`config.mk`:
```
export PLATFORM = sky130hd
export DESIGN_NAME = kspt_cell
export DESIGN_NICKNAME = d
export VERILOG_FILES = /design/src/design/kspt_pkg.sv /design/src/design/kspt_cell.sv
export SDC_FILE = /design/constraint.sdc
export NUM_CORES = 1
export LEC_CHECK = 0
export ABC_AREA = 1
export CORE_AREA = 10 10 282 284
export DETAILED_ROUTE_END_ITERATION = 8
export DIE_AREA = 0 0 292 294
export DONT_BUFFER_PORTS = 1
export PLACE_DENSITY = 0.32
export SYNTH_ARGS = -nofsm -noshare
export SYNTH_HDL_FRONTEND = slang
export SYNTH_SLANG_ARGS = --single-unit
```
`constraint.sdc`:
```
create_clock -name clk -period 12.9 [get_ports clk]
set_input_delay 2.58 -clock clk [delete_from_list [all_inputs] [get_ports clk]]
set_output_delay 2.58 -clock clk [all_outputs]
set_load 0.02 [all_outputs]
```
`src/design/kspt_pkg.sv`:
```
// Shared types, codes and constants of the keyed sorted priority table.
`timescale 1ns / 1ps

package kspt_pkg;

	localparam int KSPT_CAPACITY = 32;

	localparam int KEY_HIGH_W   = 24;
	localparam int KEY_MIDDLE_W = 64;
	localparam int KEY_LOW_W    = 64;
	localparam int RANK_W       = 32;
	localparam int DATA_W       = KEY_HIGH_W + KEY_MIDDLE_W + KEY_LOW_W + RANK_W;

	// Command codes carried on the request side-band.
	localparam logic [1:0] CMD_INSERT = 2'd0;
	localparam logic [1:0] CMD_REMOVE = 2'd1;
	localparam logic [1:0] CMD_DRAIN  = 2'd2;

	typedef enum logic [2:0] {
		ST_DRAINED   = 3'd0,
		ST_INSERTED  = 3'd1,
		ST_DUPLICATE = 3'd2,
		ST_REMOVED   = 3'd3,
		ST_NOT_FOUND = 3'd4,
		ST_FULL      = 3'd5,
		ST_EMPTY     = 3'd6
	} status_t;

	typedef enum logic [1:0] {
		FSM_IDLE,
		FSM_EXEC,
		FSM_DRAIN
	} fsm_state_t;

	typedef enum logic [1:0] {
		CELL_HOLD,
		CELL_INSERT,
		CELL_REMOVE,
		CELL_DRAIN
	} cell_op_t;

	typedef struct packed {
		logic signed [RANK_W-1:0] rank;
		logic [KEY_LOW_W-1:0]     key_low;
		logic [KEY_MIDDLE_W-1:0]  key_middle;
		logic [KEY_HIGH_W-1:0]    key_high;
	} entry_t;

	// Broadcast from the controller to every cell.
	typedef struct packed {
		cell_op_t op;
		entry_t   entry;
	} cell_ctl_t;

endpackage

```
`src/design/kspt_cell.sv`:
```
// One slot of the sorted table: holds an entry and moves it along the chain.
`timescale 1ns / 1ps

module kspt_cell import kspt_pkg::*; (
	input  logic      clk,
	input  cell_ctl_t ctl,
	input  logic      occ,
	input  entry_t    prev_entry,
	input  logic      prev_stay,
	input  entry_t    next_entry,
	input  logic      del_in,
	output entry_t    entry,
	output logic      stay,
	output logic      del_out,
	output logic      match
);

	entry_t entry_q;

	assign entry = entry_q;

	assign match = occ &&
		(entry_q.key_high == ctl.entry.key_high) &&
		(entry_q.key_middle == ctl.entry.key_middle) &&
		(entry_q.key_low == ctl.entry.key_low);

	// An occupied slot whose rank is not above the new one keeps its place on insert.
	assign stay = occ && ($signed(entry_q.rank) <= $signed(ctl.entry.rank));

	// Every slot at or after the matching one pulls from its successor on remove.
	assign del_out = del_in | match;

	always_ff @(posedge clk) begin
		case (ctl.op)
			CELL_INSERT: begin
				if (!stay) begin
					if (prev_stay) begin
						entry_q <= ctl.entry;
					end else begin
						entry_q <= prev_entry;
					end
				end
			end
			CELL_REMOVE: begin
				if (del_out) begin
					entry_q <= next_entry;
				end
			end
			CELL_DRAIN: begin
				entry_q <= next_entry;
			end
			default: begin
				entry_q <= entry_q;
			end
		endcase
	end

endmodule

```
Yosys cells after proc, flatten, opt, wreduce, memory -nomap -nowiden
Cells that the tools add are included.
Operators by class
  order comparisons: 1
  equal/unequal tests: 8
  mux-type cells: 4
  bitwise operators: 1
  reduce and logical (&&, ||, !) cells: 6
Operators with widths (count)
  $mux W184: 3
  $pmux W184 S3: 1
  $eq A64 B64 Y1: 2
  $le A32 B32 Y1: 1
  $eq A24 B24 Y1: 1
  $eq A2 B2 Y1 const B: 2
  $logic_and A1 B1 Y1: 4
  $ne A2 B2 Y1 const B: 2
  $reduce_and A3 Y1: 1
  $reduce_bool A3 Y1: 1
  $eq A2 B1 Y1 const B: 1
  $or A1 B1 Y1: 1
Storage, ports and cells
  register bits: 184
  input bits: 558
  output and inout port bits: 187
  logic and storage cells: 24

Depth between registers and ports, before layout
  word-level depth: 7
  gate-level depth with buffers: 18
  depth with buffers taken out: 18

Least setup slack after synthesis
No wires, ideal clock.
  kind: input to register
  from: in ctl[183] in the netlist's numbering
  to: reg entry_q, in the netlist entry[0], enable pin
  arrival time: 11.306 ns
  required time: 12.170 ns
  path slack: 0.864 ns
  cell stages on the path: 11
  cells stage by stage: inv_1 -> ha_1 -> nand2_1 -> nor3_2 -> and3_1 -> nand2_1 -> nand3_1 -> nand3_1 -> nand2_1 -> nor2_1 -> nor2_1
Between the ends
  longest elaborated chain between the ends: 4
RTL lines
  from (decl): RTL line kspt_cell.sv:6  | input cell_ctl_t ctl,
  $le A32 B32 Y1: RTL line kspt_cell.sv:28  | assign stay = occ && ($signed(entry_q.rank) <= $signed(ctl.entry.rank));
  $logic_and A1 B1 Y1: RTL line kspt_cell.sv:28
  $ne A2 B2 Y1 (no line)
  $reduce_and A3 Y1 (no line)
  to (signal assigned): RTL line kspt_cell.sv:38  | entry_q <= ctl.entry;
  to (signal assigned): RTL line kspt_cell.sv:40  | entry_q <= prev_entry;
  to (signal assigned): RTL line kspt_cell.sv:46  | entry_q <= next_entry;
  to (decl): RTL line kspt_cell.sv:18  | entry_t entry_q;
No other way between the ends.
A chain may end at the register's enable or synchronous reset.

Worst setup path in the final report
  from: in ctl[104] in the netlist's numbering
  to: out del_out
Between the ends
  longest elaborated chain between the ends: 3
RTL lines
  $eq A64 B64 Y1: RTL line kspt_cell.sv:25  | (entry_q.key_low == ctl.entry.key_low);
  $logic_and A1 B1 Y1: RTL line kspt_cell.sv:24  | (entry_q.key_middle == ctl.entry.key_middle) &&
  $or A1 B1 Y1: RTL line kspt_cell.sv:31  | assign del_out = del_in | match;
  to (decl): RTL line kspt_cell.sv:14  | output logic del_out,
No other way between the ends.

==> key figures <==
STA
  – Final setup vio count: 0
  – Worst Max-Slew Pin Slew: 0.917 ns
  – Fin crit period: 6.97 ns
  – RSZ-0062 raised after global routing: false
  – Slew headroom: 38.8%
  – Period utilization: 54.0%
  – Final hold violation count: 0
  – Clk_skew: 0.0191 ns
  – Max-slew violation count: 0
  – Fmax: 144 MHz
  – Final WS setup: 5.93 ns
  – Final hold slack: 1.62 ns
  – Setup TNS: 0 ns

Clock tree
  – CTS tree: done
  – Num CTS Buffers: 17
  – Root cell of the clock tree: clkbuf_16
  – Worst skew pair latency: 0.49 ns
  – Clock Sinks: 184
  – CTS Hold Bufs: 0
  – Clock-pin transition on the worst setup and hold timing paths: 0.08 ns
  – Maximum clock path buffer count: 2
  – Post-CTS sizing: 0
  – Htree depth: 4
  – Setup Buffers After CTS: 0

Critical path
  – Crit-path max FO: 3
  – Max incr delay on CP: 0.31 ns
  – Critical path's slowest cell: xnor2_1
  – Crit path max-delay family: simple AND/OR/NAND/NOR gates
  – Startpoint Class: input pin
  – CP most frequent cell: nand2_1
  – Crit path required time: 10.32 ns
  – CP arrival: 4.39 ns
  – R2R cell count: 13
  – Buf+Inv Stages, Crit Path: 0
  – Worst path cell trace: xnor2_1 > nand2_1 > nor2_1 > nand2_1 > nor2_1 > nand2_1 > nor2_2 > nand3_2 > nand2_1
  – Critical path class: input pin to output port
  – Worst path depth: 9
  – CP Capture Type: output port

Placed design
  – Placer Congestion: 0.890
  – Port bufs: 0
  – DP Area: 0.0138 mm2
  – Place WS: 5.62 ns
  – DPL Wire Length: 62400 um

Yosys
  – Post-synth EDFFs: 184
  – Post-synthesis compound-gate area fraction: 16.2%
  – Share of the yosys chip area belonging to registers: 43.0%
  – Synthesis Warnings: 0
  – Simple logic cell fraction of the synthesized area: 24.6%
  – Count leader, synth: nand2_1
  – Adder-cell share of the synthesized area: 3.12%
  – Main combinational cell family by area after synthesis: simple AND/OR/NAND/NOR gates
  – Multiplexer area fraction after synthesis: 0%
  – Synth async-reset ratio: 0%
  – Synth area leader: edfxtp_1
  – Top cells by count, synth: 549 x nand2_1, 322 x a21oi_1, 258 x inv_1
  – Ys flop type: edfxtp_1
  – Synth top area share: 43.0%
  – Syn Area/Cell: 7.04 um2
  – Post-Synthesis Net Count: 2415
  – Synth Instances: 1825
  – #FFs+latches synth: 184
  – Xor and xnor area share after synthesis: 2.66%
  – Synth area leaders: edfxtp_1 43%, nand2_1 16%, a21oi_1 13%, inv_1 7.5%, nor2_1 6.5%
  – Mapped cell area: 0.0129 mm2
  – Post-synthesis cell type count: 28

Power
  – PwrDens: 126 mW/mm2
  – Lkg Pwr: 0.00624 uW
  – Max IR drop VDD: 0.0000817 V
  – Sequential power share: 51.2%
  – Internal: 1130 uW
  – Clock power frac: 30.9%
  – Gate power share: 17.9%
  – Net Switching: 691 uW
  – Switching Fraction: 38.1%

Route
  – 1st-iter DRT viols: 800
  – Vias per Instance: 4.32
  – Vias: 11900
  – Final wirelength: 74900 um
  – WL/cell: 27.2 um
  – DRT antenna net count: 0
  – First-pass detailed-route iteration total: 6
  – # DRC: 0

Die
  – Num rows: 100
  – Initial core utilization: 17.4%
  – Die ar.: 0.0858 mm2
  – Die X: 292 um
  – Num ports: 745
  – Core ar.: 0.0739 mm2
  – Die Ht: 294 um

Flow run
  – Max_cap viols: 0

Global routing
  – Initial antenna violation count: 5
  – First-pass GRT wire length: 98900 um
  – Largest net degree at the start of global routing: 218
  – Gr ovfl total: 0
  – Vias in the first global route: 12100
  – Gr usage total: 16.5%

Min path
  – Worst Hold Class: flop to flop
  – Worst Hold Depth: 9

Final layout
  – Final instance area: 0.0144 mm2
  – Layout Area Growth over Synthesis: 12.0%
  – Flip-flop count of the largest register after layout: 184
  – Final nets: 2359
  – Layout cells sized above 1: 3.03%

Status
  – Status: complete, no violations
logic make-up (layout without fill, tap and decap cells):
kind of cell | Yosys count | after routing
AND/OR/NAND/NOR | 813 | 813
flip-flops | 184 | 184
buffers and inverters | 345 | 302
XOR/XNOR | 39 | 39
adder cells (fa/ha/maj) | 32 | 32
AO/OA/AOI/OAI | 412 | 412
other | 0 | 3
final cells by class:
cell class | count | area [um2]
Multi-Input combinational cell | 1296 | 6000
Antenna cell | 3 | 7.51
Tap cell | 969 | 1210
Inverter | 264 | 1000
Sequential cell | 184 | 5530
Clock inverter | 15 | 175
Fill cell | 8405 | 59600
Clock buffer | 17 | 425
Timing Repair Buffer | 6 | 45.0
placed cells by master, fill, tap and decap left out:
master and instances:
o22ai_1 13, inv_1 258, nor3_2 2, inv_8 6, clkbuf_16 17, ha_1 32, buf_4 6, inv_6 4
o21ai_0 54, nand2_1 549, clkinv_8 4, xnor2_1 39, nor2_1 220, a21o_1 1, edfxtp_1 184, nor2_4 1
nand3b_1 1, or2_2 1, nand4_1 21, o21ai_1 20, nand3_1 9, inv_2 4, clkinvlp_4 1, or2_0 2
nand3_2 2, and3_1 1, nor2_2 4, o21a_1 2, diode_2 3, clkinv_4 2, a21oi_1 322
worst paths after layout:
kind	from	to	slack [ns]
max	ctl[104]	del_out	5.93
max reg2reg	entry[104]	entry[74]	7.91
min reg2reg	entry[18]	entry[61]	1.62
min	entry[18]	entry[61]	1.62
per-layer routing:
layer  part of all wire [%]  global-route usage, %
met5                      0                      0
met4                   0.92                   2.90
met3                    8.1                   5.92
met2                     53                   31.2
met1                     37                   17.5
metrics by stage:
| step | power (uW) | std cells | util (%) |
|---|---|---|---|
| 4_1_cts | 1880 | 2751 | 19.5 |
| 6_report | 1820 | 2754 | 19.5 |
| 3_3_place_gp | 1290 | 2719 | 18.6 |
| 3_5_place_dp | 1290 | 2719 | 18.6 |
| 5_1_grt | 1930 | 2751 | 19.5 |
| 2_1_floorplan | 1140 | 1825 | - |
power by group through the flow:
stage | Sequential [uW] | Combinational, uW | Clock [uW]
CTS | 937 | 342 | 596
detailed placement | 951 | 340 | 0
finish | 930 | 325 | 562
global placement | 952 | 340 | 0
floorplan | 911 | 234 | 0
global route | 942 | 377 | 612
tightest hold or removal path, stage by stage, from the launching register on:
cell and delay [ns]:
edfxtp_1 0.50, xnor2_1 0.10, nand3_1 0.10, nor2_1 0.11, nand2_1 0.09, nor2_2 0.04, nand3_2 0.13, nand3_2 0.07
nand2_1 0.10, nor2_4 0.16
Power figures use the tool's default switching activity.
